**src/rtl/gvms_pkg.sv**
```systemverilog
// ---------------------------------------------------------------------------
// gvms_pkg: shared types and constants for the vertex merge/split engine
// Field widths, command and status codes, controller/datapath structs.
// ---------------------------------------------------------------------------
package gvms_pkg;

    localparam int CMD_W            = 3;
    localparam int VTX_W            = 4;
    localparam int ROW_W            = 16;
    localparam int NC_W             = 5;
    localparam int STATUS_W         = 3;
    localparam int MAX_VERTICES_DEF = 16;

    typedef enum logic [CMD_W-1:0] {
        CMD_INIT     = 3'd0,
        CMD_WRITE    = 3'd1,
        CMD_READ     = 3'd2,
        CMD_IDENTIFY = 3'd3,
        CMD_CONTRACT = 3'd4,
        CMD_SPLIT    = 3'd5
    } cmd_t;

    typedef enum logic [STATUS_W-1:0] {
        ST_OK     = 3'd0,
        ST_RANGE  = 3'd1,
        ST_SAME   = 3'd2,
        ST_NOEDGE = 3'd3,
        ST_FULL   = 3'd4
    } status_t;

    // controller -> datapath strobes
    typedef struct packed {
        logic capture;
        logic fetch;
        logic check;
        logic apply;
        logic sweep;
        logic finish;
        logic out_load;
    } ctrl_cmd_t;

    // datapath -> controller flags
    typedef struct packed {
        logic err;
        logic sweep_op;
        logic sweep_last;
    } dp_status_t;

endpackage

```
**src/rtl/gvms_req_if.sv**
```systemverilog
// ---------------------------------------------------------------------------
// gvms_req_if: command channel
// Valid/ready handshake carrying one command item.
// ---------------------------------------------------------------------------
interface gvms_req_if
    import gvms_pkg::*;
();

    logic                 valid;
    logic                 ready;
    logic [CMD_W-1:0]     cmd;
    logic [VTX_W-1:0]     vertex_a;
    logic [VTX_W-1:0]     vertex_b;
    logic [ROW_W-1:0]     row_bits;
    logic [NC_W-1:0]      new_count;

    modport source (
        output valid, cmd, vertex_a, vertex_b, row_bits, new_count,
        input  ready
    );

    modport sink (
        input  valid, cmd, vertex_a, vertex_b, row_bits, new_count,
        output ready
    );

endinterface

```
**src/rtl/gvms_rsp_if.sv**
```systemverilog
// ---------------------------------------------------------------------------
// gvms_rsp_if: result channel
// Valid/ready handshake carrying one result item.
// ---------------------------------------------------------------------------
interface gvms_rsp_if
    import gvms_pkg::*;
();

    logic                 valid;
    logic                 ready;
    logic [ROW_W-1:0]     row_out;
    logic [STATUS_W-1:0]  status;
    logic [NC_W-1:0]      count_out;

    modport source (
        output valid, row_out, status, count_out,
        input  ready
    );

    modport sink (
        input  valid, row_out, status, count_out,
        output ready
    );

endinterface

```
**src/rtl/gvms_dp.sv**
```systemverilog
// ---------------------------------------------------------------------------
// gvms_dp: adjacency datapath
// Row memory with valid bits, operand registers, error checks, row sweep
// pipeline for merge and split, and the result register.
// ---------------------------------------------------------------------------
module gvms_dp
    import gvms_pkg::*;
#(
    parameter int MAX_VERTICES = MAX_VERTICES_DEF
) (
    input  logic                clk,
    input  logic                rst_n,
    input  logic [CMD_W-1:0]    cmd,
    input  logic [VTX_W-1:0]    vertex_a,
    input  logic [VTX_W-1:0]    vertex_b,
    input  logic [ROW_W-1:0]    row_bits,
    input  logic [NC_W-1:0]     new_count,
    input  ctrl_cmd_t           ctl,
    output dp_status_t          st,
    output logic [ROW_W-1:0]    row_out,
    output logic [STATUS_W-1:0] status,
    output logic [NC_W-1:0]     count_out
);

    localparam int NV = MAX_VERTICES;
    localparam int IW = $clog2(NV);
    localparam int CW = $clog2(NV + 1);
    localparam int WW = (CW > NC_W) ? CW : NC_W;
    localparam logic [WW-1:0] MAX_W = WW'(NV);

    // captured operands
    logic [CMD_W-1:0]    cmd_reg;
    logic [VTX_W-1:0]    a_reg;
    logic [VTX_W-1:0]    b_reg;
    logic [ROW_W-1:0]    bits_reg;
    logic [NC_W-1:0]     nc_reg;
    logic [IW-1:0]       k_reg;
    logic [IW-1:0]       r_reg;

    // matrix
    logic [NV-1:0]       mem [NV];
    logic [NV-1:0]       valid_reg;
    logic [CW-1:0]       count_reg;
    logic [NV-1:0]       rd_a_reg;
    logic [NV-1:0]       rd_b_reg;

    // sweep pipeline
    logic [CW-1:0]       issue_reg;
    logic                proc_vld_reg;
    logic [IW-1:0]       proc_idx_reg;

    // results
    logic [ROW_W-1:0]    res_row_reg;
    logic [STATUS_W-1:0] res_status_reg;
    logic [ROW_W-1:0]    row_out_reg;
    logic [STATUS_W-1:0] status_out_reg;
    logic [NC_W-1:0]     count_out_reg;

    logic [WW-1:0]       a_w;
    logic [WW-1:0]       b_w;
    logic [WW-1:0]       cnt_w;
    logic [WW-1:0]       nc_w;
    logic [IW-1:0]       a_idx;
    logic [IW-1:0]       b_idx;
    logic [IW-1:0]       n_idx;
    logic [IW-1:0]       s_idx;
    logic [CW-1:0]       s_cnt;
    logic [CW-1:0]       len;
    logic                is_merge;
    logic                is_contract;
    logic                is_split;
    logic                issue_en;
    logic                proc_write;
    status_t             err_code;
    logic [NV-1:0]       lo_mask;
    logic [NV-1:0]       proc_row;
    logic [NV-1:0]       split_row;

    function automatic logic [NV-1:0] drop_col(input logic [NV-1:0] x,
                                               input logic [IW-1:0] r);
        logic [NV-1:0] hm;
        hm = {NV{1'b1}} << r;
        return (x & ~hm) | ((x >> 1) & hm);
    endfunction

    assign a_w         = WW'(a_reg);
    assign b_w         = WW'(b_reg);
    assign cnt_w       = WW'(count_reg);
    assign nc_w        = WW'(nc_reg);
    assign a_idx       = IW'(a_reg);
    assign b_idx       = IW'(b_reg);
    assign n_idx       = count_reg[IW-1:0];
    assign is_merge    = (cmd_reg == CMD_IDENTIFY) || (cmd_reg == CMD_CONTRACT);
    assign is_contract = (cmd_reg == CMD_CONTRACT);
    assign is_split    = (cmd_reg == CMD_SPLIT);
    assign lo_mask     = ~({NV{1'b1}} << count_reg);

    // merge drops row r; split walks every live row
    assign len      = is_merge ? (count_reg - 1'b1) : count_reg;
    assign s_cnt    = (is_merge && (issue_reg >= CW'(r_reg))) ? (issue_reg + 1'b1) : issue_reg;
    assign s_idx    = s_cnt[IW-1:0];
    assign issue_en = ctl.sweep && (issue_reg < len);
    assign proc_write = ctl.sweep && proc_vld_reg;

    always_comb
    begin
        err_code = ST_OK;
        case (cmd_t'(cmd_reg))
            CMD_INIT:
            begin
                if (nc_w > MAX_W)
                    err_code = ST_RANGE;
            end
            CMD_WRITE, CMD_READ:
            begin
                if (a_w >= cnt_w)
                    err_code = ST_RANGE;
            end
            CMD_IDENTIFY, CMD_CONTRACT:
            begin
                if ((a_w >= cnt_w) || (b_w >= cnt_w))
                    err_code = ST_RANGE;
                else if (a_reg == b_reg)
                    err_code = ST_SAME;
                else if (is_contract && !rd_a_reg[b_idx])
                    err_code = ST_NOEDGE;
            end
            CMD_SPLIT:
            begin
                if (a_w >= cnt_w)
                    err_code = ST_RANGE;
                else if (cnt_w >= MAX_W)
                    err_code = ST_FULL;
            end
            default:
            begin
                err_code = ST_OK;
            end
        endcase
    end

    // per-row rewrite; rd_b_reg holds row r (merge) or the source row (split)
    always_comb
    begin
        logic [NV-1:0] x1;
        logic [NV-1:0] nb;
        logic [NV-1:0] ab;
        logic          is_k;
        nb   = NV'(1) << n_idx;
        ab   = NV'(1) << a_idx;
        is_k = (proc_idx_reg == k_reg);
        x1   = is_k ? (rd_a_reg | rd_b_reg) : rd_a_reg;
        if (x1[r_reg])
            x1[k_reg] = 1'b1;
        if (is_contract && is_k)
            x1[k_reg] = rd_a_reg[k_reg] | rd_b_reg[r_reg];
        if (is_merge)
            proc_row = drop_col(x1, r_reg);
        else if ((proc_idx_reg == a_idx) || rd_b_reg[proc_idx_reg])
            proc_row = rd_a_reg | nb;
        else
            proc_row = rd_a_reg;
        split_row = (rd_b_reg & ~ab) | ab | (rd_b_reg[a_idx] ? nb : '0);
    end

    assign st.err        = (err_code != ST_OK);
    assign st.sweep_op   = is_merge || is_split;
    assign st.sweep_last = proc_write && (CW'(proc_idx_reg) == (len - 1'b1));

    always_ff @(posedge clk)
    begin
        if (ctl.capture)
        begin
            cmd_reg  <= cmd;
            a_reg    <= vertex_a;
            b_reg    <= vertex_b;
            bits_reg <= row_bits;
            nc_reg   <= new_count;
            k_reg    <= IW'((vertex_a < vertex_b) ? vertex_a : vertex_b);
            r_reg    <= IW'((vertex_a < vertex_b) ? vertex_b : vertex_a);
        end
    end

    // memory read ports, registered
    always_ff @(posedge clk)
    begin
        if (ctl.fetch)
        begin
            rd_a_reg <= valid_reg[a_idx] ? mem[a_idx] : '0;
            if (is_merge)
                rd_b_reg <= valid_reg[r_reg] ? mem[r_reg] : '0;
            else
                rd_b_reg <= valid_reg[a_idx] ? mem[a_idx] : '0;
        end
        else if (issue_en)
        begin
            rd_a_reg <= valid_reg[s_idx] ? mem[s_idx] : '0;
        end
    end

    // memory write port
    always_ff @(posedge clk)
    begin
        if (ctl.apply && (cmd_reg == CMD_WRITE))
            mem[a_idx] <= NV'(bits_reg) & lo_mask;
        else if (proc_write)
            mem[proc_idx_reg] <= proc_row;
        else if (ctl.finish && is_split)
            mem[n_idx] <= split_row;
    end

    always_ff @(posedge clk or negedge rst_n)
    begin
        if (!rst_n)
        begin
            valid_reg    <= '0;
            count_reg    <= '0;
            issue_reg    <= '0;
            proc_vld_reg <= 1'b0;
            proc_idx_reg <= '0;
        end
        else
        begin
            if (ctl.apply && (cmd_reg == CMD_INIT))
            begin
                valid_reg <= '0;
                count_reg <= CW'(nc_reg);
            end
            else if (ctl.apply && (cmd_reg == CMD_WRITE))
            begin
                valid_reg[a_idx] <= 1'b1;
            end
            else if (proc_write)
            begin
                valid_reg[proc_idx_reg] <= 1'b1;
            end
            else if (ctl.finish && is_merge)
            begin
                valid_reg[IW'(count_reg - 1'b1)] <= 1'b0;
                count_reg <= count_reg - 1'b1;
            end
            else if (ctl.finish && is_split)
            begin
                valid_reg[n_idx] <= 1'b1;
                count_reg <= count_reg + 1'b1;
            end

            if (ctl.check)
            begin
                issue_reg    <= '0;
                proc_vld_reg <= 1'b0;
            end
            else if (ctl.sweep)
            begin
                if (issue_en)
                    issue_reg <= issue_reg + 1'b1;
                proc_vld_reg <= issue_en;
                proc_idx_reg <= issue_reg[IW-1:0];
            end
        end
    end

    always_ff @(posedge clk)
    begin
        if (ctl.check)
        begin
            res_status_reg <= err_code;
            if ((cmd_reg == CMD_READ) && (err_code == ST_OK))
                res_row_reg <= ROW_W'(rd_a_reg);
            else
                res_row_reg <= '0;
        end
        if (ctl.out_load)
        begin
            row_out_reg    <= res_row_reg;
            status_out_reg <= res_status_reg;
            count_out_reg  <= NC_W'(count_reg);
        end
    end

    assign row_out   = row_out_reg;
    assign status    = status_out_reg;
    assign count_out = count_out_reg;

    a_valid_above_count: assert property (@(posedge clk) disable iff (!rst_n)
        (valid_reg & ({NV{1'b1}} << count_reg)) == '0)
        else $error("row valid at or above vertex count");

    a_count_bound: assert property (@(posedge clk) disable iff (!rst_n)
        count_reg <= CW'(NV))
        else $error("vertex count above matrix size");

    a_merge_shrinks: assert property (@(posedge clk) disable iff (!rst_n)
        (ctl.finish && is_merge) |=> (count_reg == ($past(count_reg) - 1'b1)))
        else $error("merge did not remove one vertex");

    a_sweep_in_range: assert property (@(posedge clk) disable iff (!rst_n)
        proc_write |-> (CW'(proc_idx_reg) < len))
        else $error("sweep wrote past the live rows");

endmodule

```
**src/rtl/gvms_ctrl.sv**
```systemverilog
// ---------------------------------------------------------------------------
// gvms_ctrl: command sequencer
// Steps each item through fetch, check, merge/split sweep, result hand-off.
// ---------------------------------------------------------------------------
module gvms_ctrl
    import gvms_pkg::*;
(
    input  logic       clk,
    input  logic       rst_n,
    input  logic       req_valid,
    output logic       req_ready,
    output logic       rsp_valid,
    input  logic       rsp_ready,
    input  dp_status_t st,
    output ctrl_cmd_t  ctl
);

    typedef enum logic [2:0] {
        S_IDLE,
        S_FETCH,
        S_CHECK,
        S_SWEEP,
        S_FINISH,
        S_OUT
    } state_t;

    state_t state_reg;
    state_t state_next;
    logic   rsp_valid_reg;
    logic   rsp_valid_next;

    always_comb
    begin
        state_next     = state_reg;
        rsp_valid_next = rsp_valid_reg && !rsp_ready;
        ctl            = '0;
        case (state_reg)
            S_IDLE:
            begin
                if (req_valid)
                begin
                    ctl.capture = 1'b1;
                    state_next  = S_FETCH;
                end
            end
            S_FETCH:
            begin
                ctl.fetch  = 1'b1;
                state_next = S_CHECK;
            end
            S_CHECK:
            begin
                ctl.check = 1'b1;
                if (!st.err && st.sweep_op)
                begin
                    state_next = S_SWEEP;
                end
                else
                begin
                    ctl.apply  = !st.err;
                    state_next = S_OUT;
                end
            end
            S_SWEEP:
            begin
                ctl.sweep = 1'b1;
                if (st.sweep_last)
                    state_next = S_FINISH;
            end
            S_FINISH:
            begin
                ctl.finish = 1'b1;
                state_next = S_OUT;
            end
            S_OUT:
            begin
                // hold until the output register is free
                if (!rsp_valid_reg || rsp_ready)
                begin
                    ctl.out_load   = 1'b1;
                    rsp_valid_next = 1'b1;
                    state_next     = S_IDLE;
                end
            end
            default:
            begin
                state_next = S_IDLE;
            end
        endcase
    end

    always_ff @(posedge clk or negedge rst_n)
    begin
        if (!rst_n)
        begin
            state_reg     <= S_IDLE;
            rsp_valid_reg <= 1'b0;
        end
        else
        begin
            state_reg     <= state_next;
            rsp_valid_reg <= rsp_valid_next;
        end
    end

    assign req_ready = (state_reg == S_IDLE);
    assign rsp_valid = rsp_valid_reg;

endmodule

```
**src/rtl/graph_vertex_merge_split.sv**
```systemverilog
// Init, write, read, unused codes and errors pass through fetch and check to the result;
// identify/contract and split add a row sweep and a finish step before the result.
// Throughput: one item at a time; the next item is accepted in the cycle after the result is loaded.
// The sweep rewrites one row per cycle through the single row-memory write port.
// Reset: vertex count zero, all row valid bits cleared so every row reads zero; no clearing pass.
// ---------------------------------------------------------------------------
// graph_vertex_merge_split: bit adjacency matrix with vertex merge and split
// Keeps an adjacency matrix and vertex count; executes init, row write,
// row read, identify, contract and split, one result item per command item.
// ---------------------------------------------------------------------------
module graph_vertex_merge_split
    import gvms_pkg::*;
#(
    parameter int MAX_VERTICES = MAX_VERTICES_DEF
) (
    input  logic       clk,
    input  logic       rst_n,
    gvms_req_if.sink   req,
    gvms_rsp_if.source rsp
);

    // Controller and datapath talk only through these two structs.
    // The controller sequences each item:
    //   fetch  - read row a (and row r or the split source) into the read registers
    //   check  - decide status; simple commands apply here
    //   sweep  - stream rows through the rewrite stage, one per cycle
    //   finish - drop the last row (merge) or append the new row (split)
    //   out    - move the result into the output register once it is free
    ctrl_cmd_t  ctl;
    dp_status_t st;

    gvms_ctrl u_ctrl (
        .clk       (clk),
        .rst_n     (rst_n),
        .req_valid (req.valid),
        .req_ready (req.ready),
        .rsp_valid (rsp.valid),
        .rsp_ready (rsp.ready),
        .st        (st),
        .ctl       (ctl)
    );

    // Matrix storage, checks and the row rewrite pipeline.
    gvms_dp #(
        .MAX_VERTICES (MAX_VERTICES)
    ) u_dp (
        .clk       (clk),
        .rst_n     (rst_n),
        .cmd       (req.cmd),
        .vertex_a  (req.vertex_a),
        .vertex_b  (req.vertex_b),
        .row_bits  (req.row_bits),
        .new_count (req.new_count),
        .ctl       (ctl),
        .st        (st),
        .row_out   (rsp.row_out),
        .status    (rsp.status),
        .count_out (rsp.count_out)
    );

endmodule

```
**src/flat_wrapper.sv**
```systemverilog
// flat-port wrapper written by rule: the top's interface ports become plain ports
module graph_vertex_merge_split_flat import gvms_pkg::*;
#(
    parameter int MAX_VERTICES = MAX_VERTICES_DEF
)
  (clk, rst_n, req_valid, req_cmd, req_vertex_a, req_vertex_b, req_row_bits, req_new_count, req_ready, rsp_valid, rsp_row_out, rsp_status, rsp_count_out, rsp_ready);
  gvms_req_if req_i ();
  gvms_rsp_if rsp_i ();
  input  logic clk;
  input  logic rst_n;
  input wire logic [$bits(req_i.valid)-1:0] req_valid;
  input wire logic [$bits(req_i.cmd)-1:0] req_cmd;
  input wire logic [$bits(req_i.vertex_a)-1:0] req_vertex_a;
  input wire logic [$bits(req_i.vertex_b)-1:0] req_vertex_b;
  input wire logic [$bits(req_i.row_bits)-1:0] req_row_bits;
  input wire logic [$bits(req_i.new_count)-1:0] req_new_count;
  output wire logic [$bits(req_i.ready)-1:0] req_ready;
  output wire logic [$bits(rsp_i.valid)-1:0] rsp_valid;
  output wire logic [$bits(rsp_i.row_out)-1:0] rsp_row_out;
  output wire logic [$bits(rsp_i.status)-1:0] rsp_status;
  output wire logic [$bits(rsp_i.count_out)-1:0] rsp_count_out;
  input wire logic [$bits(rsp_i.ready)-1:0] rsp_ready;
  assign req_i.valid = req_valid;
  assign req_i.cmd = req_cmd;
  assign req_i.vertex_a = req_vertex_a;
  assign req_i.vertex_b = req_vertex_b;
  assign req_i.row_bits = req_row_bits;
  assign req_i.new_count = req_new_count;
  assign req_ready = req_i.ready;
  assign rsp_valid = rsp_i.valid;
  assign rsp_row_out = rsp_i.row_out;
  assign rsp_status = rsp_i.status;
  assign rsp_count_out = rsp_i.count_out;
  assign rsp_i.ready = rsp_ready;
  graph_vertex_merge_split #(.MAX_VERTICES(MAX_VERTICES)) u_core (.clk(clk), .rst_n(rst_n), .req(req_i), .rsp(rsp_i));
endmodule
```
**config.mk**
```make
export PLATFORM = sky130hd
export DESIGN_NAME = graph_vertex_merge_split_flat
export DESIGN_NICKNAME = d
export VERILOG_FILES = /design/src/rtl/gvms_pkg.sv /design/src/rtl/gvms_req_if.sv /design/src/rtl/gvms_rsp_if.sv /design/src/rtl/gvms_dp.sv /design/src/rtl/gvms_ctrl.sv /design/src/rtl/graph_vertex_merge_split.sv /design/src/flat_wrapper.sv
export SDC_FILE = /design/constraint.sdc
export NUM_CORES = 1
export LEC_CHECK = 0
export BUFFER_PORTS_ARGS = -buffer_cell sky130_fd_sc_hd__buf_2
export CORE_ASPECT_RATIO = 0.75
export CORE_MARGIN = 2
export CORE_UTILIZATION = 36
export DETAILED_ROUTE_END_ITERATION = 7
export GPL_TIMING_DRIVEN = 0
export PLACE_DENSITY = 0.54
export SYNTH_ARGS = -nofsm -noshare
export SYNTH_HDL_FRONTEND = slang
export SYNTH_SLANG_ARGS = --single-unit
```
**constraint.sdc**
```tcl
create_clock -name clk -period 9.5 [get_ports clk]
set_input_delay 0.95 -clock clk [delete_from_list [all_inputs] [get_ports clk]]
set_output_delay 0.95 -clock clk [all_outputs]
set_load 0.01 [all_outputs]
```
# Word-level counts from Yosys, hierarchy flattened
# Memories as Yosys holds them, arrays and structs flattened. A register that Yosys moved wholly into a read port is not among the register bits.
# Index checks and enable logic that the tools add are counted.
totals:
  ff_bits: 150
  mem_bits_rw: 256
  output_inout_bits: 26
  word_cells: 234
  mem_count: 1
classes:
  n_addsub: 4
  n_lt_le_gt_ge: 20
  n_eq_ne: 19
  n_shift: 4
  muxes: 101
  bitwise_logic: 20
  n_reduce_logical: 44
mem_list:
  columns: ["name", "words", "word_bits", "read_ports", "rd_ports_with_merged_regs", "wr", "line_no", "rtl"]
  rows:
  - ["u_core.u_dp.mem", 16, 16, 3, 2, 1, "gvms_dp.sv:41", "logic [NV-1:0] mem [NV];"]
op_table:
  columns: ["operator", "count"]
  rows:
  - ["$mux W16", 19]
  - ["$or A16 B16 Y16", 9]
  - ["$and A16 B16 Y16", 4]
  - ["$not A16 Y16", 4]
  - ["$mux W5", 9]
  - ["$lt A4 B5 Y1 const B", 8]
  - ["$mux W1", 39]
  - ["$bmux W1 S4", 9]
  - ["$reduce_or A16 Y1", 2]
  - ["$shl A1 B4 Y16 const A", 2]
  - ["$mux W4", 7]
  - ["$demux W1 S4", 5]
  - ["$ge A4 B1 Y1 const B", 5]
  - ["$logic_and A1 B1 Y1", 18]
  - ["$mux W3", 6]
  - ["$pmux W3 S6", 1]
  - ["$and A15 B16 Y16", 1]
  - ["$bwmux W16", 1]
  - ["$shl A16 B4 Y16 const A", 1]
  - ["$shl A16 B5 Y16 const A", 1]
  - ["$eq A3 B2 Y1 const B", 4]
  - ["$eq A3 B3 Y1 const B", 4]
  - ["$eq A4 B4 Y1", 3]
  - ["$pmux W3 S4", 1]
  - ["other kinds (24)", 49]

# Longest topological paths before layout
logic_depth:
  word_depth: 19
  depth_mapped: 14
  mapped_depth_nobuf: 12

# Cells and area by module
# A second synthesis with hierarchy kept.
unflattened:
  cells_unflattened: 1843
  area_unflattened_um2: 24496.0
by_module_without_submodules:
  columns: ["mod", "n_inst", "cells_each", "area_each_um2"]
  rows:
  - ["gvms_dp", 1, 1810, 24228.2]
  - ["gvms_ctrl", 1, 33, 267.8]

# Worst setup path after synthesis
# No wires, ideal clock.
synth_timing:
  kind: "reg2reg"
  start: "register u_core.u_dp.a_reg[0], in the netlist u_core.u_dp.a_idx[0]"
  end: "memory u_core.u_dp.mem[0][0] (netlist name), enable pin"
  setup_time_ns: 0.388
  arrival_time_ns: 3.744
  path_slack_ns: 5.368
  stages_incl_launch_ff: 15
  path_buffers: 3
  period_less_slack_ns: 4.132
  path_cell_list: "edfxtp_1 > clkbuf_1 > clkbuf_1 > inv_1 > ha_1 > nand2b_1 > a21o_1 > a21o_1 > a21oi_1 > o211ai_1 > clkbuf_1 > o22ai_1 > o21ai_0 > or2_2 > nor2_1"
synth_between:
  elab_chain_len: 15
  elab_cells_between_ends: 26
  classes_between: "1 x order compare; 1 x eq/ne; 17 x mux; 7 x reduce/logical"
synth_rtl:
  columns: ["element", "line_no", "rtl"]
  rows:
  - ["from (decl)", "gvms_dp.sv:33", "logic [VTX_W-1:0] a_reg;"]
  - ["from (signal assigned)", "gvms_dp.sv:175", "a_reg <= vertex_a;"]
  - ["$ge A4 B5 Y1 or $eq A4 B4 Y1 (tied branches)", null, null]
  - ["$logic_or A1 B1 Y1 or $mux W2 (tied branches)", "gvms_dp.sv:121, gvms_dp.sv:123", null]
  - ["$mux W2", "gvms_dp.sv:121", "if ((a_w >= cnt_w) || (b_w >= cnt_w))"]
  - ["$pmux W3 S4", "gvms_dp.sv:108", "case (cmd_t'(cmd_reg))"]
  - ["$reduce_bool A3 Y1", "gvms_dp.sv:166", "assign st.err = (err_code != ST_OK);"]
  - ["$logic_not A1 Y1", "gvms_ctrl.sv:54, gvms_ctrl.sv:60", null]
  - ["$logic_and A1 B1 Y1", "gvms_ctrl.sv:54", "if (!st.err && st.sweep_op)"]
  - ["$mux W1", "gvms_ctrl.sv:54", null]
  - ["$mux W2", "gvms_ctrl.sv:37", "case (state_reg)"]
  - ["$logic_and A1 B1 Y1", "gvms_dp.sv:204", "if (ctl.apply && (cmd_reg == CMD_WRITE))"]
  - ["$mux W1", "gvms_dp.sv:204", null]
  - ["$mux W1 (not written as such)", "gvms_dp.sv:207", "mem[proc_idx_reg] <= proc_row;"]
  - ["$reduce_or A16 Y1 (no source line)", null, null]
  - ["$mux W4 (no source line) or $mux W1 (tied branches) (2 in series)", null, null]
  - ["to (decl)", "gvms_dp.sv:41", null]
# Several ways; a longest one is shown, not always the timed one.

# Final worst setup path
layout_timing:
  start: "register u_core.u_dp.r_reg[2]"
  end: "register u_core.u_dp.rd_a_reg[10] (data pin)"
layout_between:
  elab_chain_len: 8
  elab_cells_between_ends: 9
  classes_between: "1 x order compare; 6 x mux; 1 x reduce/logical; 1 x memory"
layout_rtl:
  columns: ["element", "line_no", "rtl"]
  rows:
  - ["from (decl)", "gvms_dp.sv:38", "logic [IW-1:0] r_reg;"]
  - ["from (signal assigned)", "gvms_dp.sv:180", "r_reg <= IW'((vertex_a < vertex_b) ? vertex_b : vertex_a);"]
  - ["$ge A5 B4 Y1 (*)", "gvms_dp.sv:100", "assign s_cnt = (is_merge && (issue_reg >= CW'(r_reg))) ? (issue_reg + 1'b1) : issue_reg;"]
  - ["$logic_and A1 B1 Y1 (*)", "gvms_dp.sv:100", null]
  - ["$mux W4 (*)", "gvms_dp.sv:100", null]
  - ["$bmux W1 S4", "gvms_dp.sv:197", "rd_a_reg <= valid_reg[s_idx] ? mem[s_idx] : '0;"]
  - ["$mux W1 (not written as such)", "gvms_dp.sv:197", null]
  - ["$mux W16 (*)", "gvms_dp.sv:197", null]
  - ["$mux W16 (*)", "gvms_dp.sv:195", "else if (issue_en)"]
  - ["$mux W16 (*)", "gvms_dp.sv:187", "if (ctl.fetch)"]
  - ["to (signal assigned)", "gvms_dp.sv:189", "rd_a_reg <= valid_reg[a_idx] ? mem[a_idx] : '0;"]
  - ["to (signal assigned)", "gvms_dp.sv:197", null]
  - ["to (decl)", "gvms_dp.sv:44", "logic [NV-1:0] rd_a_reg;"]
# Every way passes the cells marked *; elsewhere a longest branch is shown, timed or not. The select of a mux whose other input is x is not followed.
# A chain may end at the register's enable or synchronous reset.

==> reports/qor.csv <==
metric;value;unit
ys_seq_area_frac;0.500;
cts_made_buffers;44;
mostFrequentLayoutCell;edfxtp_1;
seqCellArea;12200;µm²
synth_cell_types;89;
placementRows;82;
synthSimpleGateAreaFrac;0.124;
detail_route.wl_per_cell;34.7;µm
boundaryPins;62;
cts_tree;yes;
drive_above_1_share;0.212;
grt-ovfl-total;0;
syn_nets;2010;
grt_usage;0.295;
final_nets;2138;
drt_iter0_markers;3088;
min_period;6.31;ns
dp_hpwl;75900;µm
relSlewSlack;0.0850;
synthFlopType;edfxtp_1;
insertion_delay;0.63;ns
powerDensity;324;nW/µm²
io_buffers;61;
postSynthAreaPerCell;12.6;µm²
drc;0;
clkTransAtPathRegs;0.07;ns
die_h;229;µm
status;finished clean;
routed_wl;104000;µm
crit_path_start_kind;flop;
critical-path-max-stage-delay;0.97;ns
viasPerCell;6.74;
synthAdderAreaFrac;0.0175;
h-tree-depth;2;
fin_tns_setup;0;ns
largest_reg_flops;256;
async_reset_ff_frac;0.0845;
cp_data_required_time;9.77;ns
synthXorXnorAreaFrac;0.0111;
cts-resized-gates;0;
worstMarginPinSlew;1.37;ns
max_flop_register;u_core.u_dp.mem;
grt_pass1_wl;146000;µm
skew;0.0491;ns
preCtsSetupSlack;3.69;ns
fin_util;0.418;
synth_area;24400;µm²
grt_start_max_net_pins;37;
slew_viol_final;0;
final_antenna_net_count;0;
yosys_warnings;0;
cp_max_fo;10;
setup_viol;0;
ys_ff_latch;414;
yosysTopAreaCell;edfxtp_1;
maxCapViolations;0;
first_pass_iters;6;
dr_total_vias;20100;
critPathKind;flop to flop;
core_area;66900;µm²
gp_congestion;0.972;
antenna_found_initial;8;
grt_setup_unrepaired;false;
hp-class;flop to flop;
cts_setup_buffers;0;
muxShareOfSynthArea;0.199;
grt_pass1_vias;19200;
synth_top_family_by_area;multiplexers;
fmax;158;MHz
timing_hold_violations_final;0;
end_kind;flop;
vdd_drop_max;0.132;mV
start_util;0.364;
cpMaxStageDelayCell;o32ai_2;
finalWorstSetupSlack;3.19;ns
cts_hold_repair.buffers;0;
die_w;304;µm
place_area;26300;µm²
clkSinkCount;414;
post-route-cell-area;27900;µm²
synth-edff-count;371;
cp.arrival;6.58;ns
crit_buf_inv;3;
synth_top_area_frac;0.457;
multi_input_area;11600;µm²
syn2layout_area_growth;14.7;%
root_buffer;clkbuf_16;
final_cell_mix;edfxtp_1 (371), nand2_1 (302), mux4_2 (195), clkbuf_1 (109), nand3_1 (105);
cts_buffer_depth;3;
synth_compound_area_frac;0.117;
postSynthCellCount;1940;
critical_path.cell_chain;clkbuf_1 > clkinv_1 > ha_1 > nor3_1 > o21a_1 > nor2_1 > o32ai_2 > a311oi_1 > nand4_1 > clkbuf_1 > nand4b_1 > o211ai_1;
dieArea;69800;µm²
ys_top_cells_by_area;edfxtp_1 (46%), mux4_2 (18%), nand2_1 (4.7%);
p_leak;9.29;nW
fin_crit_sh;0.664;
fillers;6185;
crit_top_cell;clkbuf_1;
crit_family;buffers and inverters;
-- cell type report --
type | count | area share
Timing Repair Buffer | 82 | 0.0265
Antenna cell | 1 | 0.0000895
Sequential cell | 414 | 0.436
Clock buffer | 45 | 0.0395
Inverter | 29 | 0.00390
Tap cell | 882 | 0.0395
Buffer | 158 | 0.0239
Multi-Input combinational cell | 1339 | 0.413
Clock inverter | 37 | 0.0175
-- worst paths after layout --
path                                                          from  slack (ns)  cells after the start                                    to
setup / recovery                    u_core.u_dp.r_reg[2]$_DFFE_PP_        3.19                     12    u_core.u_dp.rd_a_reg[10]$_DFFE_PP_
hold reg to reg            u_core.u_dp.res_status_reg[0]$_DFFE_PP_        0.42                      0       u_core.u_dp.status[0]$_DFFE_PP_
hold / removal             u_core.u_dp.res_status_reg[0]$_DFFE_PP_        0.42                      0       u_core.u_dp.status[0]$_DFFE_PP_
setup reg to reg                    u_core.u_dp.r_reg[2]$_DFFE_PP_        3.19                     12    u_core.u_dp.rd_a_reg[10]$_DFFE_PP_
max in group asynchronous                                    rst_n        8.41                      1  u_core.u_dp.valid_reg[8]$_DFFE_PN0P_
min in group asynchronous                                    rst_n        0.48                      1  u_core.u_dp.proc_vld_reg$_DFFE_PN0P_
-- Yosys cell counts, types with 6 or more instances --
cell / count
nand4b_1: 33
xor2_1: 14
mux4_2: 195
a21o_1: 22
dfxtp_1: 8
inv_1: 26
nand3_1: 105
and3_1: 7
mux2i_1: 32
nand4_1: 8
a21oi_1: 50
nor2b_1: 10
buf_2: 12
or2_2: 6
a32oi_1: 34
nand2_1: 302
ha_1: 34
buf_1: 28
xnor2_1: 15
clkbuf_1: 109
a311oi_1: 19
nor3_1: 23
a31oi_1: 29
a211oi_1: 20
and2_1: 23
nand2b_1: 20
o211ai_1: 24
a31o_2: 8
o31ai_1: 19
a311o_1: 10
nor2_1: 78
edfxtp_1: 371
buf_6: 7
mux2_2: 8
o21a_1: 6
dfrtp_1: 35
o22ai_1: 11
o221ai_1: 7
o21ai_0: 80
-- report_power, final --
part / leakage [nW] / switching (mW) / internal, mW
sequential: 3.91 / 0.358 / 2.48
combinational: 4.62 / 2.85 / 1.43
clock: 0.761 / 0.827 / 1.11
total: 9.29 / 4.04 / 5.02
-- per-layer routing --
| layer | share of wire | up-vias | track usage |
|---|---|---|---|
| met5 | 0.00022 | - | 0 |
| met4 | 0.034 | 4 | 0.0933 |
| met3 | 0.15 | 236 | 0.103 |
| met2 | 0.39 | 1583 | 0.390 |
| met1 | 0.42 | 10300 | 0.444 |
| li1 | - | 8003 | - |
-- logic make-up (layout without fill, tap and decap cells) --
logic type                 count (synthesis)  after routing
buffers and inverters                    187            351
other                                      0              1
xor gates and xnor gates                  30             30
DFF                                      414            414
muxes                                    237            237
adders and majority gates                 34             34
AOI/OAI and AO/OA                        400            400
and+or+nand+nor                          638            638
-- per-stage QoR --
stage	cells	total power [mW]	hold WS, ns
after floorplan	1940	5.16	0.400
after global placement	2883	6.85	0.402
after detailed placement	2904	6.94	0.405
after CTS	2986	8.88	0.421
after global routing	2986	9.30	0.427
final	2987	9.06	0.419
(Power assumes the default switching activity.)
